**config.mk**
```make
export PLATFORM = sky130hd
export DESIGN_NAME = stc_scan
export DESIGN_NICKNAME = d
export VERILOG_FILES = /design/src/rtl/stc_pkg.sv /design/src/rtl/stc_scan.sv
export SDC_FILE = /design/constraint.sdc
export NUM_CORES = 1
export LEC_CHECK = 0
export BUFFER_PORTS_ARGS = -buffer_cell sky130_fd_sc_hd__clkbuf_2
export CAP_MARGIN = 10
export CORE_UTILIZATION = 39
export DETAILED_ROUTE_END_ITERATION = 8
export GPL_TIMING_DRIVEN = 0
export SLEW_MARGIN = 20
export SYNTH_ARGS = -nofsm -noshare
export SYNTH_HDL_FRONTEND = slang
export SYNTH_SLANG_ARGS = --single-unit
```
**constraint.sdc**
```tcl
create_clock -name clk_i -period 4.6 [get_ports clk_i]
set_input_delay 0.69 -clock clk_i [delete_from_list [all_inputs] [get_ports clk_i]]
set_output_delay 0.69 -clock clk_i [all_outputs]
set_load 0.02 [all_outputs]
```
**src/rtl/stc_pkg.sv**
```systemverilog
// Shared types, character codes and sizes for the shell token classifier.
package stc_pkg;

  localparam int unsigned LINE_BYTES = 1024;

  localparam int unsigned POS_W  = 10;
  localparam int unsigned BYTE_W = 8;
  localparam int unsigned END_W  = 11;

  // Request kinds carried in s_axis_tuser
  localparam logic OP_WRITE    = 1'b0;
  localparam logic OP_CLASSIFY = 1'b1;

  localparam logic [7:0] CH_NUL    = 8'h00;
  localparam logic [7:0] CH_SPACE  = 8'h20;
  localparam logic [7:0] CH_DQUOTE = 8'h22;
  localparam logic [7:0] CH_DOLLAR = 8'h24;
  localparam logic [7:0] CH_SQUOTE = 8'h27;
  localparam logic [7:0] CH_LT     = 8'h3C;
  localparam logic [7:0] CH_GT     = 8'h3E;
  localparam logic [7:0] CH_PIPE   = 8'h7C;

  typedef enum logic [2:0] {
    TT_END     = 3'd0,
    TT_WORD    = 3'd1,
    TT_INTERP  = 3'd2,
    TT_PIPE    = 3'd3,
    TT_IN      = 3'd4,
    TT_HEREDOC = 3'd5,
    TT_OUT     = 3'd6,
    TT_APPEND  = 3'd7
  } tok_type_e;

  typedef struct packed {
    tok_type_e        token_type;
    logic [END_W-1:0] token_end;
  } stc_result_t;

endpackage

```
**src/rtl/stc_scan.sv**
```systemverilog
// Token scan sequencer: walks the line store one byte per cycle.
module stc_scan #(
  parameter int unsigned LINE_BYTES = stc_pkg::LINE_BYTES,
  localparam int unsigned AW = $clog2(LINE_BYTES),
  localparam int unsigned IW = ($clog2(LINE_BYTES + 2) > stc_pkg::END_W) ?
                               $clog2(LINE_BYTES + 2) : stc_pkg::END_W
) (
  input  logic                         clk_i,
  input  logic                         rst_ni,
  input  logic                         start_i,
  input  logic [stc_pkg::POS_W-1:0]    pos_i,
  output logic                         ready_o,
  output logic [AW-1:0]                rd_addr_o,
  input  logic [stc_pkg::BYTE_W-1:0]   rd_data_i,
  output logic                         res_valid_o,
  output stc_pkg::stc_result_t         res_o,
  input  logic                         res_take_i
);

  typedef enum logic [5:0] {
    S_IDLE   = 6'b000001,
    S_FIRST  = 6'b000010,
    S_SECOND = 6'b000100,
    S_WORD   = 6'b001000,
    S_QUOTE  = 6'b010000,
    S_DONE   = 6'b100000
  } scan_state_e;

  scan_state_e state_q, state_d;
  logic [IW-1:0] start_q, start_d;
  logic [IW-1:0] e_q, e_d;
  logic [IW-1:0] k_q, k_d;
  logic [7:0]    quote_q, quote_d;
  logic [7:0]    redir_q, redir_d;
  stc_pkg::tok_type_e type_q, type_d;
  stc_pkg::stc_result_t res_q, res_d;
  logic          oob_q;
  logic [IW-1:0] rd_idx;
  logic [7:0]    c;
  logic          do_word;
  logic          brk;

  // Reads past the store act as the end of the line
  assign c = oob_q ? stc_pkg::CH_NUL : rd_data_i;
  assign brk = (c == stc_pkg::CH_SPACE) || (c == stc_pkg::CH_LT) ||
               (c == stc_pkg::CH_GT) || (c == stc_pkg::CH_PIPE);

  always_comb begin
    state_d = state_q;
    start_d = start_q;
    e_d     = e_q;
    k_d     = k_q;
    quote_d = quote_q;
    redir_d = redir_q;
    type_d  = type_q;
    res_d   = res_q;
    rd_idx  = e_q;
    do_word = 1'b0;

    case (state_q)
      S_IDLE: begin
        rd_idx = IW'(pos_i);
        if (start_i) begin
          start_d = IW'(pos_i);
          e_d     = IW'(pos_i);
          type_d  = stc_pkg::TT_WORD;
          state_d = S_FIRST;
        end
      end
      S_FIRST: begin
        if (c == stc_pkg::CH_PIPE) begin
          res_d   = '{token_type: stc_pkg::TT_PIPE,
                      token_end: stc_pkg::END_W'(start_q + IW'(1))};
          state_d = S_DONE;
        end else if ((c == stc_pkg::CH_LT) || (c == stc_pkg::CH_GT)) begin
          redir_d = c;
          rd_idx  = start_q + IW'(1);
          state_d = S_SECOND;
        end else if (c == stc_pkg::CH_NUL) begin
          res_d   = '{token_type: stc_pkg::TT_END,
                      token_end: stc_pkg::END_W'(start_q)};
          state_d = S_DONE;
        end else begin
          do_word = 1'b1;
        end
      end
      S_SECOND: begin
        if (c == redir_q) begin
          res_d.token_type = (redir_q == stc_pkg::CH_LT) ? stc_pkg::TT_HEREDOC :
                                                           stc_pkg::TT_APPEND;
          res_d.token_end  = stc_pkg::END_W'(start_q + IW'(2));
        end else begin
          res_d.token_type = (redir_q == stc_pkg::CH_LT) ? stc_pkg::TT_IN :
                                                           stc_pkg::TT_OUT;
          res_d.token_end  = stc_pkg::END_W'(start_q + IW'(1));
        end
        state_d = S_DONE;
      end
      S_WORD: begin
        do_word = 1'b1;
      end
      S_QUOTE: begin
        if (c == stc_pkg::CH_NUL) begin
          // no partner: the quote is an ordinary character
          e_d     = e_q + IW'(1);
          rd_idx  = e_q + IW'(1);
          state_d = S_WORD;
        end else if (c == quote_q) begin
          type_d  = stc_pkg::TT_INTERP;
          e_d     = k_q + IW'(1);
          rd_idx  = k_q + IW'(1);
          state_d = S_WORD;
        end else begin
          k_d    = k_q + IW'(1);
          rd_idx = k_q + IW'(1);
        end
      end
      S_DONE: begin
        rd_idx = IW'(pos_i);
        if (res_take_i) begin
          state_d = S_IDLE;
        end
      end
      default: begin
        state_d = S_IDLE;
      end
    endcase

    if (do_word) begin
      if ((c == stc_pkg::CH_NUL) || brk) begin
        res_d   = '{token_type: type_q, token_end: stc_pkg::END_W'(e_q)};
        state_d = S_DONE;
      end else if ((c == stc_pkg::CH_SQUOTE) || (c == stc_pkg::CH_DQUOTE)) begin
        quote_d = c;
        k_d     = e_q + IW'(1);
        rd_idx  = e_q + IW'(1);
        state_d = S_QUOTE;
      end else begin
        if (c == stc_pkg::CH_DOLLAR) begin
          type_d = stc_pkg::TT_INTERP;
        end
        e_d     = e_q + IW'(1);
        rd_idx  = e_q + IW'(1);
        state_d = S_WORD;
      end
    end
  end

  always_ff @(posedge clk_i or negedge rst_ni) begin
    if (!rst_ni) begin
      state_q <= S_IDLE;
    end else begin
      state_q <= state_d;
    end
  end

  always_ff @(posedge clk_i) begin
    start_q <= start_d;
    e_q     <= e_d;
    k_q     <= k_d;
    quote_q <= quote_d;
    redir_q <= redir_d;
    type_q  <= type_d;
    res_q   <= res_d;
    oob_q   <= (rd_idx >= IW'(LINE_BYTES));
  end

  assign rd_addr_o   = rd_idx[AW-1:0];
  assign ready_o     = (state_q == S_IDLE);
  assign res_valid_o = (state_q == S_DONE);
  assign res_o       = res_q;

endmodule

```
# Word level (Yosys, flattened, before mapping)
# Index checks and enable logic that the tools add are counted.
dict set report classes {
  add_sub_neg 4
  magnitude_cmp 1
  n_eq_ne 21
  muxes 52
  bitwise_logic 2
  n_reduce_logical 12
}
# operator n
set op_table {}
lappend op_table {{11-bit 2-to-1 mux} 17}
lappend op_table {{14-bit 2-to-1 mux} 5}
lappend op_table {{8-bit by 6-bit == test with 1-bit output (second input constant)} 7}
lappend op_table {{6-bit 2-to-1 mux} 9}
lappend op_table {{6-bit one-hot mux with 6 select lines} 1}
lappend op_table {{11-bit one-hot mux with 3 select lines} 1}
lappend op_table {{14-bit one-hot mux with 2 select lines} 1}
lappend op_table {{11-bit by 1-bit adder with 11-bit output (second input constant)} 2}
lappend op_table {{11-bit one-hot mux with 2 select lines} 1}
lappend op_table {{3-bit 2-to-1 mux} 7}
lappend op_table {{8-bit == test} 2}
lappend op_table {{13-bit 2-to-1 mux} 1}
lappend op_table {{10-bit by 1-bit adder with 11-bit output (second input constant)} 1}
lappend op_table {{10-bit by 2-bit adder with 11-bit output (second input constant)} 1}
lappend op_table {{11-bit greater-or-equal comparator (second input constant)} 1}
lappend op_table {{8-bit by 7-bit == test with 1-bit output (second input constant)} 1}
lappend op_table {{8-bit logical NOT} 1}
lappend op_table {{8-bit 2-to-1 mux} 1}
lappend op_table {{6-bit by 1-bit == test with 1-bit output (second input constant)} 1}
lappend op_table {{6-bit by 2-bit == test with 1-bit output (second input constant)} 1}
lappend op_table {{6-bit by 3-bit == test with 1-bit output (second input constant)} 1}
lappend op_table {{6-bit by 4-bit == test with 1-bit output (second input constant)} 1}
lappend op_table {{6-bit by 5-bit == test with 1-bit output (second input constant)} 1}
lappend op_table {{6-bit == test (second input constant)} 1}
lappend op_table {{other kinds (16)} 26}
dict set report word_totals {
  reg_bits 72
  wordCells 102
}

# Longest topological paths before layout
# Gate-level depths: netlist of run 1.
dict set report depth {
  word_depth 9
  depth_mapped 10
  ltp_nobuf 9
}

# Worst setup path after synthesis of run 1
# Ideal clock, no wire load.
dict set report synth_path {
  kind {in2out}
  start {input port rd_data_i[0] (netlist bit)}
  end {output port rd_addr_o[4]}
  arrival_ns 2.536
  required_time_ns 3.910
  path_slack_ns 1.374
  cell_stages 8
  path_cell_list {buf_4 > nor4_1 > a21o_1 > buf_2 > buf_2 > o21ai_0 > a222oi_1 > o311ai_0}
}
dict set report synth_between {
  elab_chain_len 8
  elab_cells_between_ends 21
  classes_between {4 x eq/ne; 11 x mux; 6 x reduce/logical}
}
# item line
set synth_rtl {}
lappend synth_rtl {{start, declared} stc_scan.sv:14} ;# input logic [stc_pkg::BYTE_W-1:0] rd_data_i,
lappend synth_rtl {{8-bit 2-to-1 mux (*)} stc_scan.sv:44} ;# assign c = oob_q ? stc_pkg::CH_NUL : rd_data_i;
lappend synth_rtl {{8-bit by 6-bit == test with 1-bit output, on equally long branches} {stc_scan.sv:45, stc_scan.sv:75, stc_scan.sv:46}}
lappend synth_rtl {{1-bit logical OR, on equally long branches} {stc_scan.sv:75, stc_scan.sv:45}}
lappend synth_rtl {{11-bit 2-to-1 mux / 1-bit logical OR (equally long branches)} {stc_scan.sv:75, stc_scan.sv:45}}
lappend synth_rtl {{11-bit 2-to-1 mux / 1-bit logical OR (equally long branches)} {stc_scan.sv:71, stc_scan.sv:46}}
lappend synth_rtl {{11-bit one-hot mux with 3 select lines / 1-bit logical OR (equally long branches)} {stc_scan.sv:60, stc_scan.sv:130}}
lappend synth_rtl {{11-bit 2-to-1 mux} stc_scan.sv:130} ;# if ((c == stc_pkg::CH_NUL) || brk) begin
lappend synth_rtl {{11-bit 2-to-1 mux (*)} stc_scan.sv:129} ;# if (do_word) begin
lappend synth_rtl {{end, declared} stc_scan.sv:13} ;# output logic [AW-1:0] rd_addr_o,
# Every way passes the cells marked *; elsewhere a longest branch is shown, timed or not.

# Final worst setup path of run 1
dict set report layout_path {
  start {input port rd_data_i[7] (netlist bit)}
  end {output port rd_addr_o[0]}
}
# Same word-level chain as after synthesis.

==> key figures, run 1 <==
Run status
  – Outcome: finished, final reports clean

Global routing
  – Largest net degree at the start of global routing: 20
  – Number of antenna violations at the first check in global routing: 0
  – Overall fraction of global-route tracks in use: 0.269
  – GRT overflow: 0
  – Wire length of the first global-routing pass: 29,100 um
  – Vias in the first global route: about 5,200

CTS
  – Worst-Skew Late Latency: 0.35 ns
  – Root Buffer: clkbuf_16
  – CTS HTree Levels: 3
  – # Post-CTS Setup Buffers: 0
  – CTS Sinks: between 70 and 80
  – Resized cells post-CTS: 0
  – CTS tree: built
  – Bufs on Longest Clock Path: 2
  – Worst-path clk slew: about 0.060 ns
  – Clock buffers created by TritonCTS: 9
  – Post-CTS Hold Buffers: 0

Routing
  – Residual DRC: 0
  – Length of the first detailed-routing pass in iterations: 6
  – Vias after detailed routing: 5,486
  – Via/cell ratio: 6.31
  – Post-detailed-route count of antenna-violating nets: 0
  – Wirelength per Cell: 21.4 um
  – Wire length after detailed routing: about 19,000 um
  – Initial DRC count: 715

STA
  – Final hold slack: 0.156 ns
  – Worst max-slew margin expressed relative to the limit: 0.278
  – Maximum clock skew at final layout: 0.00927 ns
  – Share of the clock period used by the worst path: 0.938
  – Final hold vios: 0
  – RSZ-0062 raised after global routing: no
  – Actual transition at the worst max-transition pin: 1.08 ns
  – Max frequency: 232 MHz
  – Setup total negative slack: 0 ns
  – Number of pins with negative max-slew slack in the final report: 0
  – Time the final worst path needs with I/O delays and setup: between 4 and 5 ns
  – Final Setup Violations: 0

Finish
  – Final net count: approximately 720
  – Number of antenna repair diodes: 0
  – Syn-to-layout area delta: 13.7%
  – Post-layout instance count excluding filler cells: 870
  – Area taken by multi-input logic gates: 3270 um^2
  – Storage element area: 1730 um^2
  – Count of fill cells added during filler insertion: 1,352
  – Share of post-route cells with drive strength above 1: 0.154

Placed design
  – Cell count after placement: 854
  – GPL Wtd Cong: 0.951
  – Count of buffers from port buffering: 42
  – DP Wirelength: 13,800 um

Synthesis
  – Register area share after synthesis: 0.328
  – Main flop type after synthesis: dfxtp_1
  – Simple-gate area share of the yosys netlist: 0.243
  – Cell area after synthesis: between 5000 and 6000 um^2
  – Share of the synthesized netlist area taken by xor and xnor gates: 0.0712
  – Unique masters post-synth: 82
  – Yosys warnings: 0
  – Synthesized-area fraction occupied by ao, oa, aoi and oai cells: 0.272
  – Mux contribution to synthesized area: 0.0227
  – Number of nets in the synthesized netlist: 662
  – Gate count of the mapped netlist: 636
  – Largest family of logic cells by synthesized area: compound AO/OA/AOI/OAI gates
  – Avg Cell Area, Syn: roughly 8.3 um^2
  – Post-synthesis adder-cell area fraction: 0.00946
  – Number of flip-flops and latches in the synthesized netlist: 72
  – Fraction of synthesis flops using an asynchronous set or reset pin: 0.0833
  – Number of enable flip-flop cells after synthesis: 26

Min path
  – Class of the tightest hold or removal check: in -> async

Flow run
  – Total of max-cap violations: 0

Setup path
  – Type of origin of the critical path: primary input
  – Worst path cell trace: clkbuf_2 > buf_2 > nor4_1 > a21oi_1 > clkbuf_1 > buf_1 > nor2_1 > nor2_1 > a22oi_1 > clkbuf_2
  – CP arrival: 3.63 ns
  – Worst reg-to-reg setup slack: 1.43 ns
  – Maximum fanout along the worst path: 10
  – Slowest cell on crit path: clkbuf_1
  – Capturing element type of the critical path: primary output
  – Required @ worst endpoint: 3.91 ns
  – CP peak stage delay: 0.56 ns
  – Setup Crit Path Kind: in -> out

Die
  – Vert. Die Dim: 118 um
  – X dimension of the die: roughly 120 um
  – Number of placement rows: between 40 and 50
  – Placeable core region: between 10,000 and 15,000 um^2
  – Die footprint: 14,000 um^2
  – Initial standard-cell utilization of the core: 0.400
  – IO Count: 48

Power
  – Final Power: between 3 and 4 mW
  – Reported leakage power: 2.18 nW
  – Pwr Density: ~520 nW/um^2
  – Worst supply voltage drop on vdd: 0.000270 V
[Yosys cell counts, drive strengths merged (13+ instances only)]
library cell / number / share of area
nand4: 15 / 0.018
o211ai: 13 / 0.018
o21ai: 34 / 0.032
nor2: 69 / 0.051
nand3: 20 / 0.019
buf: 33 / 0.032
nand2: 60 / 0.043
clkbuf: 17 / 0.012
xnor2: 35 / 0.058
a21oi: 38 / 0.037
a32oi: 13 / 0.022
edfxtp: 26 / 0.15
inv: 14 / 0.0099
dfxtp: 40 / 0.15
[final timing paths]
path,to,depth (start not counted),startpoint
setup / recovery,rd_addr_o[0],10,rd_data_i[7]
hold / removal,state_q[5],1,rst_ni
setup reg to reg,oob_q,8,oob_q
hold reg to reg,res_o[13],2,type_q[2]
max in group asynchronous,state_q[0],1,rst_ni
min in group clk_i,res_o[13],2,type_q[2]
[final cells by class]
cell class,instances,share of cell area
Buffer,50,0.0391
Clock buffer,10,0.0381
Clock inverter,6,0.0110
Inverter,14,0.00873
Multi-Input combinational cell,500,0.544
Sequential cell,72,0.288
Tap cell,176,0.0366
Timing Repair Buffer,42,0.0349
[state kept, by name (all words and copies together), names as in the netlist]
| signal | flops |
|---|---|
| redir_q | 8 |
| quote_q | 8 |
| res_o | 14 |
| oob_q | 1 |
| k_q | 11 |
| type_q | 3 |
| e_q | 11 |
| state_q | 6 |
| start_q | 10 |
[through the flow]
stage / util / worst slack [ns] / area, um^2
after global routing: 0.454 / 0.235 / 6020
after CTS: 0.454 / 0.453 / 6020
final: 0.454 / 0.285 / 6020
after floorplan: - / 1.37 / 5290
after global placement: 0.432 / 0.413 / 5720
after detailed placement: 0.432 / 0.469 / 5720
[where the power goes]
| group | switching (mW) | internal [mW] | total, mW |
|---|---|---|---|
| clock network | 0.291 | 0.422 | 0.713 |
| registers | 0.121 | 0.798 | 0.919 |
| logic | 0.966 | 0.525 | 1.49 |
[per-layer routing]
layer / global-route usage / up-vias / share of wire
met3: 0.0521 / 45 / 0.093
met1: 0.361 / 2569 / 0.43
met5: 0 / - / 0
met4: 0.113 / 0 / 0.029
met2: 0.422 / 330 / 0.45
li1: - / 2542 / -
[placed cells by master, fill, tap and decap left out, types with 6 or more instances in the layout]
cell type	synthesis	routed
nor2_1	64	64
nand2_1	60	60
clkbuf_2	0	42
dfxtp_1	40	40
a21oi_1	37	37
xnor2_1	35	35
o21ai_0	29	29
buf_2	26	26
edfxtp_1	26	26
nand3_1	20	20
clkbuf_1	17	18
nand4_1	15	15
inv_1	14	14
a32oi_1	13	13
o211ai_1	13	13
a221oi_1	12	12
mux2i_1	12	12
nor2b_1	11	11
a211oi_1	10	10
a222oi_1	10	10
a31oi_1	9	9
clkbuf_16	0	9
or3_1	8	8
xor2_1	8	8
o22ai_1	8	8
or4_1	6	6
nor3_1	6	6
[worst max-delay path, delay by kind of cell]
family	cells	cell delay, ns
AOI/OAI and AO/OA	2	0.53
buffers and inverters	5	1.62
and+or+nand+nor	3	0.78
[cell families after synthesis]
kind of cell / after synthesis
AO/OA/AOI/OAI: 197
AND/OR/NAND/NOR: 244
multiplexers: 12
XOR/XNOR: 43
adder cells (fa/ha/maj): 4
buffers and inverters: 64
flip-flops: 72
Note: power is estimated with default switching activity, not from simulation.
==> run 2: changes to the inputs <==
--- a/config.mk
+++ b/config.mk
@@ -5,6 +5,7 @@
 export SDC_FILE = /design/constraint.sdc
 export NUM_CORES = 1
 export LEC_CHECK = 0
+export ABC_AREA = 1
 export BUFFER_PORTS_ARGS = -buffer_cell sky130_fd_sc_hd__clkbuf_2
 export CAP_MARGIN = 10
 export CORE_UTILIZATION = 39
==> key figures, run 2 <==
Global routing
  – Number of antenna violations at the first check in global routing: 1 (was 0)
  – Wire length of the first global-routing pass: 29,300 um (was 29,100 um)
  – Vias in the first global route: 5,290 (was 5,178)
  – Overall fraction of global-route tracks in use: 0.268 (was 0.269)
  – Largest net degree at the start of global routing: 20 (unchanged)
  – GRT overflow: 0 (unchanged)

Routing
  – Vias after detailed routing: 5,820 (was 5,486)
  – Length of the first detailed-routing pass in iterations: 7 (was 6)
  – Post-detailed-route count of antenna-violating nets: 0 (unchanged)
  – Wirelength per Cell: 16.7 um (was 21.4 um)
  – Wire length after detailed routing: 18,400 um (was 18,600 um)
  – Initial DRC count: 704 (was 715)
  – Via/cell ratio: 5.30 (was 6.31)
  – Residual DRC: 0 (unchanged)

STA
  – Setup total negative slack: 0 ns (unchanged)
  – Post-route setup slack: 0.796 ns (was 0.285 ns)
  – Final hold vios: 0 (unchanged)
  – Final Setup Violations: 0 (unchanged)
  – Share of the clock period used by the worst path: 0.827 (was 0.938)
  – Number of pins with negative max-slew slack in the final report: 0 (unchanged)
  – Worst max-slew margin expressed relative to the limit: 0.333 (was 0.278)
  – Actual transition at the worst max-transition pin: 1.00 ns (was 1.08 ns)
  – Time the final worst path needs with I/O delays and setup: 3.80 ns (was 4.32 ns)
  – Max frequency: 263 MHz (was 232 MHz)
  – Maximum clock skew at final layout: 0.0120 ns (was 0.00927 ns)
  – RSZ-0062 raised after global routing: no (unchanged)

Synthesis
  – Main flop type after synthesis: dfxtp_1 (unchanged)
  – Number of nets in the synthesized netlist: 885 (was 662)
  – Avg Cell Area, Syn: 6.33 um^2 (was 8.32 um^2)
  – Unique masters post-synth: 46 (was 82)
  – Most frequent cells after synthesis: 278 x nand2_1, 116 x nor2_1, 95 x inv_1 (was 64 x nor2_1, 60 x nand2_1, 40 x dfxtp_1)
  – Yosys warnings: 0 (unchanged)
  – Number of enable flip-flop cells after synthesis: 26 (unchanged)
  – Gate count of the mapped netlist: 859 (was 636)
  – Cell area after synthesis: 5440 um^2 (was 5290 um^2)
  – Fraction of synthesis flops using an asynchronous set or reset pin: 0.0833 (unchanged)
  – Most numerous cell in the Yosys netlist: nand2_1 (was nor2_1)
  – Number of flip-flops and latches in the synthesized netlist: 72 (unchanged)
  – Cell type contributing the most total cell area after synthesis: nand2_1 (was dfxtp_1)
  – Synth top area share: 0.192 (was 0.151)
  – Main area contributors after synthesis: nand2_1 19%, dfxtp_1 15%, edfxtp_1 14% (was dfxtp_1 15%, edfxtp_1 15%, xnor2_1 5.8%)
  – Register area share after synthesis: 0.319 (was 0.328)

Placed design
  – GPL Wtd Cong: 0.967 (was 0.951)
  – Count of buffers from port buffering: 47 (was 42)
  – Placement-stage worst setup slack: 1.03 ns (was 0.469 ns)
  – DP Wirelength: 14,100 um (was 13,800 um)

Die
  – Number of placement rows: 42 (unchanged)
  – Initial standard-cell utilization of the core: 0.406 (was 0.400)
  – Die footprint: 14,400 um^2 (was 14,000 um^2)
  – Placeable core region: 13,400 um^2 (was 13,200 um^2)
  – Vert. Die Dim: 120 um (was 118 um)
  – X dimension of the die: 120 um (was 118 um)
  – IO Count: 48 (unchanged)

Setup path
  – Maximum fanout along the worst path: 13 (was 10)
  – Buffering stage count on the worst path with inverters included: 2 (was 5)
  – Worst path cell trace: nor2_2 > nand3_1 > nor2_2 > nand2_4 > nor2_4 > inv_1 > o21ai_0 > a21oi_1 > a21oi_1 > clkbuf_2 (was clkbuf_2 > buf_2 > nor4_1 > a21oi_1 > clkbuf_1 > buf_1 > nor2_1 > nor2_1 > a22oi_1 > clkbuf_2)
  – Capturing element type of the critical path: primary output (unchanged)
  – CP delay by family, top: simple AND/OR/NAND/NOR gates (was buffers and inverters)
  – CP arrival: 3.11 ns (was 3.63 ns)
  – Setup Crit Path Kind: reg -> out (was in -> out)
  – CP peak stage delay: 0.42 ns (was 0.56 ns)
  – Type of origin of the critical path: flop (was primary input)
  – Required @ worst endpoint: 3.91 ns (about the same)
  – Slowest cell on crit path: nor2_4 (was clkbuf_1)

CTS
  – Bufs on Longest Clock Path: 2 (unchanged)
  – Resized cells post-CTS: 0 (unchanged)
  – Post-CTS Hold Buffers: 0 (unchanged)
  – Worst-path clk slew: 0.06 ns (about the same)
  – CTS tree: built (unchanged)
  – Root Buffer: clkbuf_16 (unchanged)
  – Clock buffers created by TritonCTS: 9 (unchanged)
  – Worst-Skew Late Latency: 0.35 ns (about the same)
  – # Post-CTS Setup Buffers: 0 (unchanged)
  – CTS Sinks: 72 (unchanged)
  – CTS HTree Levels: 3 (unchanged)

Flow run
  – Total of max-cap violations: 0 (unchanged)

Power
  – Reported leakage power: 3.15 nW (was 2.18 nW)
  – Worst supply voltage drop on vdd: 0.000288 V (was 0.000270 V)
  – Pwr Density: 642 nW/um^2 (was 519 nW/um^2)

Finish
  – Syn-to-layout area delta: 14.0% (was 13.7%)
  – Final net count: 943 (was 715)
  – Top library cells by usage in the layout, fill and taps aside: 278 x nand2_1, 116 x nor2_1, 95 x inv_1 (was 64 x nor2_1, 60 x nand2_1, 42 x clkbuf_2)
  – Number of antenna repair diodes: 0 (unchanged)
  – Flip-flop count of the largest register after layout: 14 (unchanged)
  – Most common cell after layout, fill and taps aside: nand2_1 (was nor2_1)
  – Share of post-route cells with drive strength above 1: 0.127 (was 0.154)

Min path
  – Class of the tightest hold or removal check: in -> async (unchanged)

Run status
  – Outcome: finished, final reports clean (unchanged)
==> run 2: worst paths after layout <==
check / startpoint / endpoint / slack (ns) / cells past startpoint
setup / recovery: state_q[5] / rd_addr_o[3] / 0.80 / 10
hold / removal: rst_ni / state_q[2] / 0.16 / 1
setup reg to reg: state_q[5] / k_q[5] / 1.99 / 12
hold reg to reg: res_o[11] / res_o[11] / 0.48 / 2
max in group asynchronous: rst_ni / state_q[0] / 4.22 / 1
min in group clk_i: res_o[11] / res_o[11] / 0.48 / 2
==> run 2: area by class of cell <==
class / count / area, um^2
Buffer: 19 / 130
Clock buffer: 11 / 233
Clock inverter: 5 / 72.6
Fill cell: 1445 / 7200
Inverter: 103 / 389
Multi-Input combinational cell: 665 / 3180
Sequential cell: 72 / 1730
Tap cell: 176 / 220
Timing Repair Buffer: 47 / 235
==> run 2: power breakdown <==
| group | internal [mW] | switching, mW |
|---|---|---|
| clock | 0.471 | 0.276 |
| combinational | 0.652 | 1.53 |
| sequential | 0.867 | 0.182 |
| total | 1.99 | 1.99 |
==> run 2: metrics by stage <==
| step | power (mW) | area (um^2) | std cells | utilization | hold slack (ns) |
|---|---|---|---|---|---|
| 5_1_grt | 4.28 | 6200 | 1098 | 0.462 | 0.159 |
| 6_report | 3.98 | 6200 | 1098 | 0.462 | 0.156 |
| 4_1_cts | 3.94 | 6200 | 1098 | 0.462 | 0.147 |
| 3_5_place_dp | 3.18 | 5890 | 1082 | 0.440 | 0.465 |
| 2_1_floorplan | 2.50 | 5440 | 859 | - | 0.394 |
| 3_3_place_gp | 3.18 | 5890 | 1082 | 0.440 | 0.457 |
==> run 2: worst register-to-register path, cell delays in order, from the launching register on <==
cell and delay, ns:
dfrtp_1 0.40, nor2_2 0.21, nand3_1 0.11, nor2_2 0.40
nand2_4 0.18, inv_2 0.08, nand2_2 0.07, nand2_4 0.12
nand3_2 0.14, inv_1 0.48, nand2_1 0.17, nand2_1 0.11
inv_1 0.04
==> run 2: logic make-up after synthesis <==
group / synth area share
compound gates: 0.103
xor+xnor: 0.0352
fa+ha+maj: 0.00921
buf+inv: 0.0955
flops: 0.319
simple gates: 0.439
==> run 2: layer usage <==
metal | vias to the layer above | global-route usage | wire length, um | share of wire
met5 | - | 0 | 0 | 0
met4 | 0 | 0.0906 | 487 | 0.026
met3 | 34 | 0.0675 | 1610 | 0.088
met2 | 257 | 0.402 | 7850 | 0.43
met1 | 2645 | 0.371 | 8440 | 0.46
li1 | 2884 | - | - | -
